### src/hdl/lspd_pkg.sv
// shared constants for the line sensor pd steering block
// field widths, register indexes, register reset values, parameter defaults
// no dependencies
package lspd_pkg;

   // payload and register widths
   localparam int SAMPLE_W   = 12;
   localparam int THR_W      = 12;
   localparam int SPEED_W    = 15;
   localparam int GAIN_W     = 16;
   localparam int MARGIN_W   = 4;
   localparam int DRIVE_W    = 16;
   localparam int OFFSET_W   = 12;
   localparam int COUNT_W    = 4;

   // configuration port
   localparam int CSR_IDX_W  = 3;
   localparam int CSR_DATA_W = 16;

   // parameter defaults
   localparam int SENSOR_COUNT_DEF = 16;
   localparam int SAMPLE_BITS_DEF  = 12;

   // register indexes
   localparam logic [CSR_IDX_W-1:0] REG_LINE_THR   = 3'd0;
   localparam logic [CSR_IDX_W-1:0] REG_FWD_THR    = 3'd1;
   localparam logic [CSR_IDX_W-1:0] REG_BASE_SPEED = 3'd2;
   localparam logic [CSR_IDX_W-1:0] REG_PROP_GAIN  = 3'd3;
   localparam logic [CSR_IDX_W-1:0] REG_DERIV_GAIN = 3'd4;
   localparam logic [CSR_IDX_W-1:0] REG_SPIN_SPEED = 3'd5;
   localparam logic [CSR_IDX_W-1:0] REG_MARGIN     = 3'd6;

   // register reset values
   localparam logic [THR_W-1:0]    LINE_THR_RST   = 12'd780;
   localparam logic [THR_W-1:0]    FWD_THR_RST    = 12'd1300;
   localparam logic [SPEED_W-1:0]  BASE_SPEED_RST = 15'd10486;
   localparam logic [GAIN_W-1:0]   PROP_GAIN_RST  = 16'd2949;
   localparam logic [GAIN_W-1:0]   DERIV_GAIN_RST = 16'd1966;
   localparam logic [SPEED_W-1:0]  SPIN_SPEED_RST = 15'd13763;
   localparam logic [MARGIN_W-1:0] MARGIN_RST     = 4'd4;

   typedef logic signed [DRIVE_W-1:0] drive_type;

endpackage

### src/hdl/line_sensor_pd_steering_top.sv
// line sensor pd steering, top level
// accumulates one scan of line sensor samples and produces motor drives
// depends on lspd_pkg
//
// throughput: one sample request per cycle inside a scan; the last sample of a
//   scan holds off requests until the final stage hands its result to the result
//   register, through the bit-serial divider (one quotient bit a cycle) and the
//   one shared multiplier used twice; a scan with no side hits skips the divider
// result path: divider, prop multiply, derivative multiply, final stage, result register
// reset: synchronous active high, clears the scan state, previous offset,
//   result valid and loads the register defaults
module line_sensor_pd_steering_top #(
   parameter int SENSOR_COUNT = lspd_pkg::SENSOR_COUNT_DEF,
   parameter int SAMPLE_BITS  = lspd_pkg::SAMPLE_BITS_DEF
) (
   input  logic                                  clock,
   input  logic                                  reset,
   // sample requests
   input  logic                                  req_valid,
   output logic                                  req_ready,
   input  logic [lspd_pkg::SAMPLE_W-1:0]         req_sample,
   input  logic                                  req_scan_start,
   // results
   output logic                                  rsp_valid,
   input  logic                                  rsp_ready,
   output logic signed [lspd_pkg::DRIVE_W-1:0]   rsp_left_drive,
   output logic signed [lspd_pkg::DRIVE_W-1:0]   rsp_right_drive,
   output logic                                  rsp_line_kind,
   output logic signed [lspd_pkg::OFFSET_W-1:0]  rsp_line_offset,
   output logic                                  rsp_forward_seen,
   output logic [lspd_pkg::COUNT_W-1:0]          rsp_hit_count,
   // configuration writes
   input  logic                                  csr_wr_en,
   input  logic [lspd_pkg::CSR_IDX_W-1:0]        csr_index,
   input  logic [lspd_pkg::CSR_DATA_W-1:0]       csr_wdata
);
   import lspd_pkg::*;

   // sensor geometry: forward sensor just left of center, center pair weighs 0
   localparam int IDX_W        = $clog2(SENSOR_COUNT);
   localparam int FWD_IDX      = SENSOR_COUNT / 2 - 1;
   localparam int RIGHT_CENTRE = SENSOR_COUNT / 2;
   localparam int LAST_IDX     = SENSOR_COUNT - 1;
   localparam int LEFT_MAX     = SENSOR_COUNT / 2 - 1;
   localparam int RIGHT_MAX    = SENSOR_COUNT - 1 - SENSOR_COUNT / 2;
   localparam int SIDE_W       = $clog2(RIGHT_MAX + 1);
   localparam int CNT_W        = $clog2(LEFT_MAX + RIGHT_MAX + 1);
   localparam int SUM_MAX      = RIGHT_MAX * (RIGHT_MAX + 1) / 2;
   localparam int SUM_W        = $clog2(SUM_MAX + 1) + 1;
   localparam int WT_W         = IDX_W + 1;
   localparam int CMP_W        = SIDE_W + MARGIN_W;

   // divider: |sum| * 256 divided by the hit count, one quotient bit a cycle
   localparam int NUM_W        = SUM_W - 1 + 8;
   localparam int DCNT_W       = $clog2(NUM_W + 1);
   localparam int OFF_W        = $clog2(RIGHT_MAX * 256 + 1) + 1;

   // pd arithmetic widths
   localparam int PROD_W       = GAIN_W + 1 + OFF_W + 1;
   localparam int ACC_W        = PROD_W + 1;
   localparam int SAT_W        = ACC_W + 1;

   localparam int MASK_BITS    = (SAMPLE_BITS < SAMPLE_W) ? SAMPLE_BITS : SAMPLE_W;
   localparam logic [SAMPLE_W-1:0] SAMPLE_MASK = {SAMPLE_W{1'b1}} >> (SAMPLE_W - MASK_BITS);

   localparam logic signed [SAT_W-1:0] SAT_HI = SAT_W'(32767);
   localparam logic signed [SAT_W-1:0] SAT_LO = -SAT_W'(32768);
   localparam logic [ACC_W-1:0]        ROUND_HALF = ACC_W'(256);

   // sequencer states
   localparam logic [2:0] S_IDLE  = 3'd0;
   localparam logic [2:0] S_DIV   = 3'd1;
   localparam logic [2:0] S_MUL_P = 3'd2;
   localparam logic [2:0] S_MUL_D = 3'd3;
   localparam logic [2:0] S_FIN   = 3'd4;

   // configuration registers
   logic [THR_W-1:0]    line_thr_ff, line_thr_in;
   logic [THR_W-1:0]    fwd_thr_ff, fwd_thr_in;
   logic [SPEED_W-1:0]  base_ff, base_in;
   logic [GAIN_W-1:0]   kp_ff, kp_in;
   logic [GAIN_W-1:0]   kd_ff, kd_in;
   logic [SPEED_W-1:0]  spin_ff, spin_in;
   logic [MARGIN_W-1:0] margin_ff, margin_in;

   // sequencer and scan accumulators
   logic [2:0]              state_ff, state_in;
   logic [IDX_W-1:0]        scan_idx_ff, scan_idx_in;
   logic signed [SUM_W-1:0] sum_ff, sum_in;
   logic [SIDE_W-1:0]       left_ff, left_in;
   logic [SIDE_W-1:0]       right_ff, right_in;
   logic                    fwd_ff, fwd_in;

   // finished scan, held while the result is worked out
   logic [SIDE_W-1:0]       wleft_ff, wleft_in;
   logic [SIDE_W-1:0]       wright_ff, wright_in;
   logic                    wfwd_ff, wfwd_in;
   logic                    neg_ff, neg_in;

   // divider
   logic [NUM_W-1:0]        dq_ff, dq_in;
   logic [CNT_W-1:0]        rem_ff, rem_in;
   logic [CNT_W-1:0]        den_ff, den_in;
   logic [DCNT_W-1:0]       dcnt_ff, dcnt_in;

   // pd datapath
   logic signed [OFF_W-1:0] offset_ff, offset_in;
   logic signed [OFF_W-1:0] prev_ff, prev_in;
   logic signed [ACC_W-1:0] acc_ff, acc_in;

   // result register
   logic                    rsp_valid_ff, rsp_valid_in;
   drive_type               rsp_left_ff, rsp_left_in;
   drive_type               rsp_right_ff, rsp_right_in;
   logic                    rsp_kind_ff, rsp_kind_in;
   logic signed [OFFSET_W-1:0] rsp_offset_ff, rsp_offset_in;
   logic                    rsp_fwd_ff, rsp_fwd_in;
   logic [COUNT_W-1:0]      rsp_count_ff, rsp_count_in;

   // combinational helpers
   logic                    accept;
   logic [SAMPLE_W-1:0]     smp;
   logic [IDX_W-1:0]        idx_eff;
   logic signed [SUM_W-1:0] sum_base;
   logic [SIDE_W-1:0]       left_base, right_base;
   logic                    fwd_base;
   logic                    side_hit;
   logic                    is_left, is_right, is_fwd;
   logic signed [WT_W-1:0]  wt_left, wt_right;
   logic signed [SUM_W-1:0] sum_next;
   logic [SIDE_W-1:0]       left_next, right_next;
   logic                    fwd_next;
   logic signed [SUM_W-1:0] sum_abs;
   logic [CNT_W-1:0]        cnt_next;
   logic [CNT_W:0]          trial;
   logic                    qbit;
   logic signed [OFF_W-1:0] off_mag, off_calc;
   logic signed [GAIN_W:0]  mul_a;
   logic signed [OFF_W:0]   mul_b;
   logic signed [PROD_W-1:0] prod;
   logic signed [ACC_W-1:0] corr_sh;
   logic signed [SAT_W-1:0] corr_x, base_x, pd_l, pd_r;
   drive_type               sat_l, sat_r, spin_pos;
   logic [SIDE_W-1:0]       side_diff;
   logic                    curve;
   logic                    fin_load;
   logic [CNT_W-1:0]        wcnt;

   assign accept    = req_valid && req_ready;
   assign req_ready = (state_ff == S_IDLE);

   // ---------------------------------------------------------------
   // sample accumulation: a scan start drops any partial scan
   // ---------------------------------------------------------------
   assign smp        = req_sample & SAMPLE_MASK;
   assign idx_eff    = req_scan_start ? '0 : scan_idx_ff;
   assign sum_base   = req_scan_start ? '0 : sum_ff;
   assign left_base  = req_scan_start ? '0 : left_ff;
   assign right_base = req_scan_start ? '0 : right_ff;
   assign fwd_base   = req_scan_start ? 1'b0 : fwd_ff;

   assign side_hit   = (smp >= line_thr_ff);
   assign is_fwd     = (idx_eff == IDX_W'(FWD_IDX));
   assign is_left    = (idx_eff <  IDX_W'(FWD_IDX));
   assign is_right   = (idx_eff >  IDX_W'(RIGHT_CENTRE));

   // left sensors weigh idx - FWD_IDX (negative), right ones idx - RIGHT_CENTRE
   assign wt_left    = WT_W'(idx_eff) - WT_W'(FWD_IDX);
   assign wt_right   = WT_W'(idx_eff) - WT_W'(RIGHT_CENTRE);

   always_comb begin
      sum_next   = sum_base;
      left_next  = left_base;
      right_next = right_base;
      fwd_next   = fwd_base;
      if (is_fwd) begin
         fwd_next = (smp >= fwd_thr_ff);
      end else if (side_hit && is_left) begin
         sum_next  = sum_base + SUM_W'(wt_left);
         left_next = left_base + SIDE_W'(1);
      end else if (side_hit && is_right) begin
         sum_next   = sum_base + SUM_W'(wt_right);
         right_next = right_base + SIDE_W'(1);
      end
   end

   assign sum_abs  = sum_next[SUM_W-1] ? -sum_next : sum_next;
   assign cnt_next = CNT_W'(left_next) + CNT_W'(right_next);

   // ---------------------------------------------------------------
   // restoring divide step: remainder stays below the divisor
   // ---------------------------------------------------------------
   assign trial = {rem_ff, dq_ff[NUM_W-1]};
   assign qbit  = (trial >= {1'b0, den_ff});

   // quotient magnitude fits in OFF_W-1 bits, truncation toward zero via sign
   assign off_mag  = OFF_W'(dq_ff);
   assign off_calc = neg_ff ? -off_mag : off_mag;

   // ---------------------------------------------------------------
   // shared multiplier: prop term first, derivative term second
   // ---------------------------------------------------------------
   always_comb begin
      if (state_ff == S_MUL_D) begin
         mul_a = signed'({1'b0, kd_ff});
         mul_b = (OFF_W+1)'(offset_ff) - (OFF_W+1)'(prev_ff);
      end else begin
         mul_a = signed'({1'b0, kp_ff});
         mul_b = (OFF_W+1)'(off_calc);
      end
   end
   assign prod = mul_a * mul_b;

   // ---------------------------------------------------------------
   // final stage: q24 -> q15 rounded to nearest (half added, then floor shift), drive and saturate
   // ---------------------------------------------------------------
   assign corr_sh = acc_ff >>> 9;
   assign corr_x  = SAT_W'(corr_sh);
   assign base_x  = signed'(SAT_W'(base_ff));
   assign pd_l    = base_x + corr_x;
   assign pd_r    = base_x - corr_x;

   assign sat_l = (pd_l > SAT_HI) ? DRIVE_W'(SAT_HI) :
                  (pd_l < SAT_LO) ? DRIVE_W'(SAT_LO) : DRIVE_W'(pd_l);
   assign sat_r = (pd_r > SAT_HI) ? DRIVE_W'(SAT_HI) :
                  (pd_r < SAT_LO) ? DRIVE_W'(SAT_LO) : DRIVE_W'(pd_r);

   assign spin_pos  = signed'({1'b0, spin_ff});
   assign side_diff = (wleft_ff >= wright_ff) ? (wleft_ff - wright_ff)
                                              : (wright_ff - wleft_ff);
   // curve when the side counts differ by the margin or more
   assign curve     = (CMP_W'(side_diff) >= CMP_W'(margin_ff));
   assign wcnt      = CNT_W'(wleft_ff) + CNT_W'(wright_ff);

   // the result register takes the scan once it is free or being drained
   assign fin_load  = (state_ff == S_FIN) && (!rsp_valid_ff || rsp_ready);

   // ---------------------------------------------------------------
   // configuration decode
   // ---------------------------------------------------------------
   always_comb begin
      line_thr_in = line_thr_ff;
      fwd_thr_in  = fwd_thr_ff;
      base_in     = base_ff;
      kp_in       = kp_ff;
      kd_in       = kd_ff;
      spin_in     = spin_ff;
      margin_in   = margin_ff;
      if (csr_wr_en) begin
         unique case (csr_index)
            REG_LINE_THR:   line_thr_in = csr_wdata[THR_W-1:0];
            REG_FWD_THR:    fwd_thr_in  = csr_wdata[THR_W-1:0];
            REG_BASE_SPEED: base_in     = csr_wdata[SPEED_W-1:0];
            REG_PROP_GAIN:  kp_in       = csr_wdata[GAIN_W-1:0];
            REG_DERIV_GAIN: kd_in       = csr_wdata[GAIN_W-1:0];
            REG_SPIN_SPEED: spin_in     = csr_wdata[SPEED_W-1:0];
            REG_MARGIN:     margin_in   = csr_wdata[MARGIN_W-1:0];
            default: ;
         endcase
      end
   end

   // ---------------------------------------------------------------
   // sequencer
   // ---------------------------------------------------------------
   always_comb begin
      state_in    = state_ff;
      scan_idx_in = scan_idx_ff;
      sum_in      = sum_ff;
      left_in     = left_ff;
      right_in    = right_ff;
      fwd_in      = fwd_ff;
      wleft_in    = wleft_ff;
      wright_in   = wright_ff;
      wfwd_in     = wfwd_ff;
      neg_in      = neg_ff;
      dq_in       = dq_ff;
      rem_in      = rem_ff;
      den_in      = den_ff;
      dcnt_in     = dcnt_ff;
      offset_in   = offset_ff;
      prev_in     = prev_ff;
      acc_in      = acc_ff;

      unique case (state_ff)
         S_IDLE: begin
            if (accept) begin
               if (idx_eff == IDX_W'(LAST_IDX)) begin
                  // scan complete: hand it to the datapath, clear for the next one
                  scan_idx_in = '0;
                  sum_in      = '0;
                  left_in     = '0;
                  right_in    = '0;
                  fwd_in      = 1'b0;
                  wleft_in    = left_next;
                  wright_in   = right_next;
                  wfwd_in     = fwd_next;
                  neg_in      = sum_next[SUM_W-1];
                  den_in      = cnt_next;
                  rem_in      = '0;
                  dcnt_in     = '0;
                  if (cnt_next == '0) begin
                     // no side hits: offset is zero, skip the divide
                     dq_in    = '0;
                     state_in = S_MUL_P;
                  end else begin
                     dq_in    = {sum_abs[SUM_W-2:0], 8'd0};
                     state_in = S_DIV;
                  end
               end else begin
                  scan_idx_in = idx_eff + IDX_W'(1);
                  sum_in      = sum_next;
                  left_in     = left_next;
                  right_in    = right_next;
                  fwd_in      = fwd_next;
               end
            end
         end
         S_DIV: begin
            rem_in  = qbit ? CNT_W'(trial - {1'b0, den_ff}) : CNT_W'(trial);
            dq_in   = {dq_ff[NUM_W-2:0], qbit};
            dcnt_in = dcnt_ff + DCNT_W'(1);
            if (dcnt_ff == DCNT_W'(NUM_W - 1)) begin
               state_in = S_MUL_P;
            end
         end
         S_MUL_P: begin
            // prop term plus the rounding half, before the floor shift
            offset_in = off_calc;
            acc_in    = ACC_W'(prod) + ROUND_HALF;
            state_in  = S_MUL_D;
         end
         S_MUL_D: begin
            acc_in   = acc_ff + ACC_W'(prod);
            state_in = S_FIN;
         end
         S_FIN: begin
            if (fin_load) begin
               // previous offset moves on every scan, curve or not
               prev_in  = offset_ff;
               state_in = S_IDLE;
            end
         end
         default: state_in = S_IDLE;
      endcase
   end

   // ---------------------------------------------------------------
   // result register
   // ---------------------------------------------------------------
   always_comb begin
      rsp_valid_in  = rsp_valid_ff;
      rsp_left_in   = rsp_left_ff;
      rsp_right_in  = rsp_right_ff;
      rsp_kind_in   = rsp_kind_ff;
      rsp_offset_in = rsp_offset_ff;
      rsp_fwd_in    = rsp_fwd_ff;
      rsp_count_in  = rsp_count_ff;
      if (fin_load) begin
         rsp_valid_in  = 1'b1;
         rsp_kind_in   = curve;
         rsp_offset_in = OFFSET_W'(offset_ff);
         rsp_fwd_in    = wfwd_ff;
         rsp_count_in  = COUNT_W'(wcnt);
         if (curve) begin
            // spin in place toward the line
            if (!offset_ff[OFF_W-1] && (offset_ff != '0)) begin
               rsp_left_in  = spin_pos;
               rsp_right_in = -spin_pos;
            end else begin
               rsp_left_in  = -spin_pos;
               rsp_right_in = spin_pos;
            end
         end else begin
            rsp_left_in  = sat_l;
            rsp_right_in = sat_r;
         end
      end else if (rsp_ready) begin
         rsp_valid_in = 1'b0;
      end
   end

   assign rsp_valid        = rsp_valid_ff;
   assign rsp_left_drive   = rsp_left_ff;
   assign rsp_right_drive  = rsp_right_ff;
   assign rsp_line_kind    = rsp_kind_ff;
   assign rsp_line_offset  = rsp_offset_ff;
   assign rsp_forward_seen = rsp_fwd_ff;
   assign rsp_hit_count    = rsp_count_ff;

   // ---------------------------------------------------------------
   // registers
   // ---------------------------------------------------------------
   always_ff @(posedge clock) begin
      if (reset) begin
         line_thr_ff  <= LINE_THR_RST;
         fwd_thr_ff   <= FWD_THR_RST;
         base_ff      <= BASE_SPEED_RST;
         kp_ff        <= PROP_GAIN_RST;
         kd_ff        <= DERIV_GAIN_RST;
         spin_ff      <= SPIN_SPEED_RST;
         margin_ff    <= MARGIN_RST;
         state_ff     <= S_IDLE;
         scan_idx_ff  <= '0;
         sum_ff       <= '0;
         left_ff      <= '0;
         right_ff     <= '0;
         fwd_ff       <= 1'b0;
         prev_ff      <= '0;
         rsp_valid_ff <= 1'b0;
      end else begin
         line_thr_ff  <= line_thr_in;
         fwd_thr_ff   <= fwd_thr_in;
         base_ff      <= base_in;
         kp_ff        <= kp_in;
         kd_ff        <= kd_in;
         spin_ff      <= spin_in;
         margin_ff    <= margin_in;
         state_ff     <= state_in;
         scan_idx_ff  <= scan_idx_in;
         sum_ff       <= sum_in;
         left_ff      <= left_in;
         right_ff     <= right_in;
         fwd_ff       <= fwd_in;
         prev_ff      <= prev_in;
         rsp_valid_ff <= rsp_valid_in;
      end
   end

   // datapath registers, no reset needed
   always_ff @(posedge clock) begin
      wleft_ff      <= wleft_in;
      wright_ff     <= wright_in;
      wfwd_ff       <= wfwd_in;
      neg_ff        <= neg_in;
      dq_ff         <= dq_in;
      rem_ff        <= rem_in;
      den_ff        <= den_in;
      dcnt_ff       <= dcnt_in;
      offset_ff     <= offset_in;
      acc_ff        <= acc_in;
      rsp_left_ff   <= rsp_left_in;
      rsp_right_ff  <= rsp_right_in;
      rsp_kind_ff   <= rsp_kind_in;
      rsp_offset_ff <= rsp_offset_in;
      rsp_fwd_ff    <= rsp_fwd_in;
      rsp_count_ff  <= rsp_count_in;
   end

   // ---------------------------------------------------------------
   // assertions
   // ---------------------------------------------------------------
   // the divider never runs past its last quotient bit
   a_div_count: assert property (@(posedge clock) disable iff (reset)
      (state_ff == S_DIV) |-> (dcnt_ff < DCNT_W'(NUM_W)))
      else $error("divider step count out of range");

   // a new result only comes out of the final stage
   a_rsp_source: assert property (@(posedge clock) disable iff (reset)
      $rose(rsp_valid_ff) |-> ($past(state_ff) == S_FIN))
      else $error("result raised outside the final stage");

   // a curve result spins the motors in opposite directions at equal speed
   a_spin_mirror: assert property (@(posedge clock) disable iff (reset)
      (rsp_valid_ff && rsp_kind_ff) |-> (rsp_left_ff == -rsp_right_ff))
      else $error("curve drives not mirrored");

   // side hit counters stay within the number of side sensors
   a_hits_range: assert property (@(posedge clock) disable iff (reset)
      (CMP_W'(left_ff) <= CMP_W'(LEFT_MAX)) && (CMP_W'(right_ff) <= CMP_W'(RIGHT_MAX)))
      else $error("side hit counter overflow");

endmodule
### config.mk
export PLATFORM = sky130hd
export DESIGN_NAME = line_sensor_pd_steering_top
export DESIGN_NICKNAME = d
export VERILOG_FILES = /design/src/hdl/lspd_pkg.sv /design/src/hdl/line_sensor_pd_steering_top.sv
export SDC_FILE = /design/constraint.sdc
export NUM_CORES = 1
export LEC_CHECK = 0
export ABC_CLOCK_PERIOD_IN_PS = 11300
export BUFFER_PORTS_ARGS = -buffer_cell sky130_fd_sc_hd__buf_2
export CAP_MARGIN = 40
export CORE_MARGIN = 4
export CORE_UTILIZATION = 64
export DETAILED_ROUTE_END_ITERATION = 16
export GPL_TIMING_DRIVEN = 0
export PLACE_DENSITY_LB_ADDON = 0.05
export SLEW_MARGIN = 10
export SYNTH_ARGS = -nofsm -noshare
export SYNTH_HDL_FRONTEND = slang
export SYNTH_SLANG_ARGS = --single-unit
export TNS_END_PERCENT = 30
### constraint.sdc
create_clock -name clock -period 11.3 [get_ports clock]
set_clock_uncertainty 0.15 [all_clocks]
set_input_delay 0.565 -clock clock [delete_from_list [all_inputs] [get_ports clock]]
set_output_delay 0.565 -clock clock [all_outputs]
set_load 0.01 [all_outputs]
## Yosys cells after proc, flatten, opt, wreduce, memory -nomap -nowiden

Index checks and enable logic that the tools add are counted.

- Input port bits: 37
- Output and inout bits: 52
- Logic and storage cells: 158
- Bits in registers: 249

- Muxes and demuxes: 50
- Reduce and logical (&&, ||, !) cells: 27
- Eq/ne operators: 17
- Order comparisons: 11
- Add/subtract/negate cells: 21
- $mul: 1

Operators by type and width:

| cell | number |
|---|---|
| $mux 16 | 9 |
| $pmux 31 s2 | 1 |
| $mux 13 | 4 |
| $gt 23x16->1 const B | 2 |
| $lt 23x16->1 const B | 2 |
| $mux 3 | 14 |
| $add 30x10->31 const B | 1 |
| $add 31x30->31 | 1 |
| $mul 17x13->30 | 1 |
| $mux 6 | 5 |
| $pmux 13 s2 | 1 |
| $ge 12x12->1 | 2 |
| $add 16x22->23 | 1 |
| $sub 16x22->23 | 1 |
| $mux 4 | 5 |
| $reduce_and 2->1 | 9 |
| $neg 15->16 | 1 |
| $pmux 4 s2 | 2 |
| $pmux 3 s5 | 1 |
| $sub 12x12->13 | 1 |
| $add 6x5->6 | 2 |
| $eq 3x2->1 const B | 4 |
| $eq 3x3->1 const B | 4 |
| $mux 12 | 1 |
| other kinds (31) | 52 |

## Logic depth before layout (Yosys ltp)

- Word-level depth: 12
- Depth in mapped cells: 43
- Depth with buffers taken out: 41

## Worst setup path before layout

Ideal clock, no wire load.

- Path type: reg2reg
- Start: register state_ff[1]
- End: register acc_ff[30], data pin
- Data required time: 10881 ps
- Path buffers: 4
- Stages on the path, launching flop included: 34
- Setup slack: 1000 ps
- Data arrival time: 9881 ps
- Setup time: 269 ps
- Clock period less this slack: 10300 ps
- Cells stage by stage: dfxtp_1 -> clkbuf_1 -> nor2b_1 -> nand2_1 -> clkbuf_1 -> o31ai_1 -> clkbuf_1 -> nand2_1 -> fa_1 -> fa_1 -> inv_1 -> fa_1 -> fa_1 -> fa_1 -> fa_1 -> ha_1 -> buf_2 -> inv_2 -> nor3_4 -> o311a_4 -> o2111ai_2 -> nand2_2 -> xnor2_1 -> inv_1 -> ha_1 -> and3_1 -> nand2_1 -> a2111oi_0 -> nor3_1 -> a21oi_1 -> a21o_1 -> a21oi_1 -> xor3_1 -> o21ai_1

- Longest elaborated chain between the ends: 5
- Elaborated cells on any way between the ends: 8
- Those cells by class: 2 x add/sub; 1 x mul; 2 x eq/ne; 3 x mux

RTL lines:

| item | RTL line | RTL |
|---|---|---|
| start: declaration | line_sensor_pd_steering_top.sv:87 | `logic [2:0] state_ff, state_in;` |
| start signal: assignment | line_sensor_pd_steering_top.sv:419 | `state_ff <= state_in;` |
| $eq 3x2->1 | line_sensor_pd_steering_top.sv:204, line_sensor_pd_steering_top.sv:285 |  |
| $mux 16 or $mux 13 (tied branches) | line_sensor_pd_steering_top.sv:204 | `if (state_ff == S_MUL_D) begin` |
| $mul 17x13->30 | line_sensor_pd_steering_top.sv:212 | `assign prod = mul_a * mul_b;` |
| $add 31x30->31 or $add 30x10->31 (tied branches) | line_sensor_pd_steering_top.sv:334, line_sensor_pd_steering_top.sv:330 |  |
| $pmux 31 s2 * | line_sensor_pd_steering_top.sv:285 | `unique case (state_ff)` |
| net acc_in[30] | line_sensor_pd_steering_top.sv:109 | `logic signed [ACC_W-1:0] acc_ff, acc_in;` |
| end signal: assignment | line_sensor_pd_steering_top.sv:441 | `acc_ff <= acc_in;` |
| end: declaration | line_sensor_pd_steering_top.sv:109 |  |

The timed path passes the listed nets; every way through them passes the cells marked *.
A chain may end at the register's enable or synchronous reset.

## Worst setup path in the final report

- Start: register offset_ff[0]
- End: register acc_ff[29], data pin

- Longest elaborated chain between the ends: 5
- Elaborated cells on any way between the ends: 6
- Those cells by class: 3 x add/sub; 1 x mul; 2 x mux

RTL lines:

| item | RTL line | RTL |
|---|---|---|
| start: declaration | line_sensor_pd_steering_top.sv:107 | `logic signed [OFF_W-1:0] offset_ff, offset_in;` |
| start signal: assignment | line_sensor_pd_steering_top.sv:440 | `offset_ff <= offset_in;` |
| $sub 12x12->13 * | line_sensor_pd_steering_top.sv:206 | `mul_b = (OFF_W+1)'(offset_ff) - (OFF_W+1)'(prev_ff);` |
| $mux 13 * | line_sensor_pd_steering_top.sv:204 |  |
| $mul 17x13->30 * | line_sensor_pd_steering_top.sv:212 |  |
| $add 31x30->31 or $add 30x10->31 (tied branches) | line_sensor_pd_steering_top.sv:334, line_sensor_pd_steering_top.sv:330 |  |
| $pmux 31 s2 * | line_sensor_pd_steering_top.sv:285 |  |
| net acc_in[29] | line_sensor_pd_steering_top.sv:109 |  |

Marked as above.

==> flow_summary.ini <==
[outcome]
status = finished clean

[worst_setup_path]
critical-path-slowest-cell = fa_1
crit_buf_inv = 6
cp_max_fo = 9
cpMostUsedCell = fa_1
cp-end-kind = register
worst-path-stages = 40
slowest_delay_ps = 540
critPathRequiredTime_ps = 11500
start_kind = register
cp_top_family = adder cells
criticalPathCategory = register to register
arrival_ps = 10830
worst_r2r_path_depth = 40

[cts]
path_clk_slew_ps = 70
cts_tree = done
worstSkewPairLatency_ps = 590
numClockSinks = 249
postCtsHoldBufs = 0
clockRootBuffer = clkbuf_16
cts_buffer_depth = 3
cts_max_level = 1
cts_buffers = 29

[cells_and_area]
nFillCells = 2954
seq_area_mm2 = 0.00625
multi_input_area_mm2 = 0.0163
fin_util = 0.713
fin_nets = 3346
areaGrowthSynthToFinish_pct = 9.06
instances_no_fill = 3394
drive_above_1_share = 0.0796
diodes = 0

[worst_hold_path]
min_path_cells = 3
hp-class = primary input to register

[timing]
hold_violations = 0
finalSetupTns_ps = 0
setup_slack_ps = 666
max_slew_margin = 0.380
tightest_slew_ps = 923
rsz0062_at_grt = no
finalCritPeriodShare = 0.941
fmax_mhz = 94.0
final-setup-viol-count = 0
post-route-min-period_ps = 10630
drv_slew = 0

[die]
core_area_mm2 = 0.0368
die_w_um = 202
rows = 70
die_area_mm2 = 0.0407
fp.dieH_um = 202
io_pins = 89
initial_utilization = 0.653

[synthesis]
ys_top_cells_by_area = edfxtp_1, fa_1, ha_1, dfxtp_1, nand2_1
synth.largest_area_cell = edfxtp_1
synth_edf_count = 126
netlist_instances = 2772
async_flop_share = 0
synth_cell_types = 102
ys_seq_area_frac = 0.260
syn_nets = 3215
ys_warn_count = 0
synth_common_cells = nand2_1, inv_1, ha_1
netlist_area_mm2 = 0.0240
syn_area_per_cell_um2 = 8.67
ys.flop_type = edfxtp_1
yosysMostFrequentCell = nand2_1
synth_top_area_share = 0.157
synth_seq_cells = 249

[global_route]
grt_pass1_wl_um = 109000
gr-total-overflow = 0
antenna_found_initial = 0
grt_use_total = 0.330
grt_start_max_net_pins = 59
grt_pass1_vias = 20600

[power_and_ir_drop]
power_density_mw_per_mm2 = 119
ir_worst_vdd_mv = 0.127
leakagePower_nw = 11.7

[placement]
io_buffer_count = 87
gp_congestion = 1.01
place_ws_ps = 148
placed_cells = 3336
dp.final_hpwl_um = 54300

[route]
dr.first_iter.drc_count = 1573
wl_per_cell_um = 20.2
first_pass_iters = 8
totalWireLength_um = 68500
via_count = 20700
vias_per_cell = 6.10
drc = 0
ant_nets = 0

[run]
cap_violations = 0
sequential cells by signal, summed over array words and instances (netlist names), 6 cells and up:
register,flops
base_ff,15
acc_ff,31
kd_ff,16
fwd_thr_ff,12
prev_ff,12
rsp_line_offset,12
rsp_left_drive,16
kp_ff,16
offset_ff,12
rsp_right_drive,16
line_thr_ff,12
spin_ff,15
dq_ff,13
sum_ff,6
where the power goes:
part | switching, W | internal (W) | total, W
clock network | 0.000404 | 0.000540 | 0.000945
registers | 0.0000110 | 0.000973 | 0.000984
logic | 0.000722 | 0.000473 | 0.00119
cells by family (layout without fill, tap and decap cells):
| logic type | count (synthesis) | count (layout) | share of synthesized area |
|---|---|---|---|
| buffers and inverters | 404 | 558 | 0.0637 |
| muxes | 13 | 13 | 0.00557 |
| adders and majority gates | 406 | 406 | 0.263 |
| and+or+nand+nor | 955 | 955 | 0.182 |
| AOI/OAI and AO/OA | 599 | 599 | 0.170 |
| xor gates and xnor gates | 146 | 146 | 0.0555 |
| DFF | 249 | 249 | 0.260 |
worst paths after layout:
path                      end           from  slack [ps]
min                 kp_ff[15]  csr_wdata[15]         120
max                acc_ff[29]   offset_ff[0]         670
min reg2reg  rsp_forward_seen        wfwd_ff         300
max reg2reg        acc_ff[29]   offset_ff[0]         670
final cells by class:
cell class / count / share of cell area
plain buffers: 106 / 0.0160
clock buffers: 41 / 0.0316
clock inverters: 13 / 0.00511
inverters: 298 / 0.0427
multi-input cells: 2119 / 0.622
flip-flops and latches: 249 / 0.238
well taps: 468 / 0.0223
repair buffers: 100 / 0.0218
metal layers:
layer | up-vias | track usage | part of all wire
li1 | 9746 | - | -
met1 | 10000 | 0.439 | 0.42
met2 | 755 | 0.553 | 0.47
met3 | 177 | 0.0486 | 0.067
met4 | 0 | 0.120 | 0.044
met5 | - | 0 | 0
timing repair:
item | 4_1_cts | 5_1_grt
setup endpoints to repair | 0 | 6
setup buffers | 0 | 2
gates resized for setup | 0 | 13
stage by stage:
step	cell area, um2	power [W]	hold slack, ps
2_1_floorplan	24000	0.00191	250
3_3_place_gp	25100	0.00213	273
3_5_place_dp	25200	0.00216	291
4_1_cts	26100	0.00310	108
5_1_grt	26200	0.00330	134
6_report	26200	0.00312	119
placed cells by master, fill, tap and decap left out, types with 15 or more instances in the layout:
cell type,count
o21ai_0,104
nand2_1,463
dfxtp_1,123
nand3b_1,33
a21o_1,48
buf_2,99
nor2_1,171
nor2b_1,38
a211o_1,16
inv_1,294
o22ai_1,18
and2_1,31
edfxtp_1,126
nand3_1,48
and3_1,23
a21boi_0,18
clkbuf_16,30
a211oi_1,15
o21a_1,20
xnor2_1,80
ha_1,241
xor2_1,59
nor3_1,42
clkbuf_1,92
a21oi_1,182
nand2b_1,24
fa_1,165
or3_1,20
worst register-to-register path, delay by kind of cell (launching register included):
kind / cells / cell delay, ps
xor gates and xnor gates: 1 / 280
and+or+nand+nor: 8 / 1300
DFF: 1 / 430
AOI/OAI and AO/OA: 15 / 3330
buffers and inverters: 6 / 630
adders and majority gates: 10 / 4250
(Power assumes the default switching activity.)
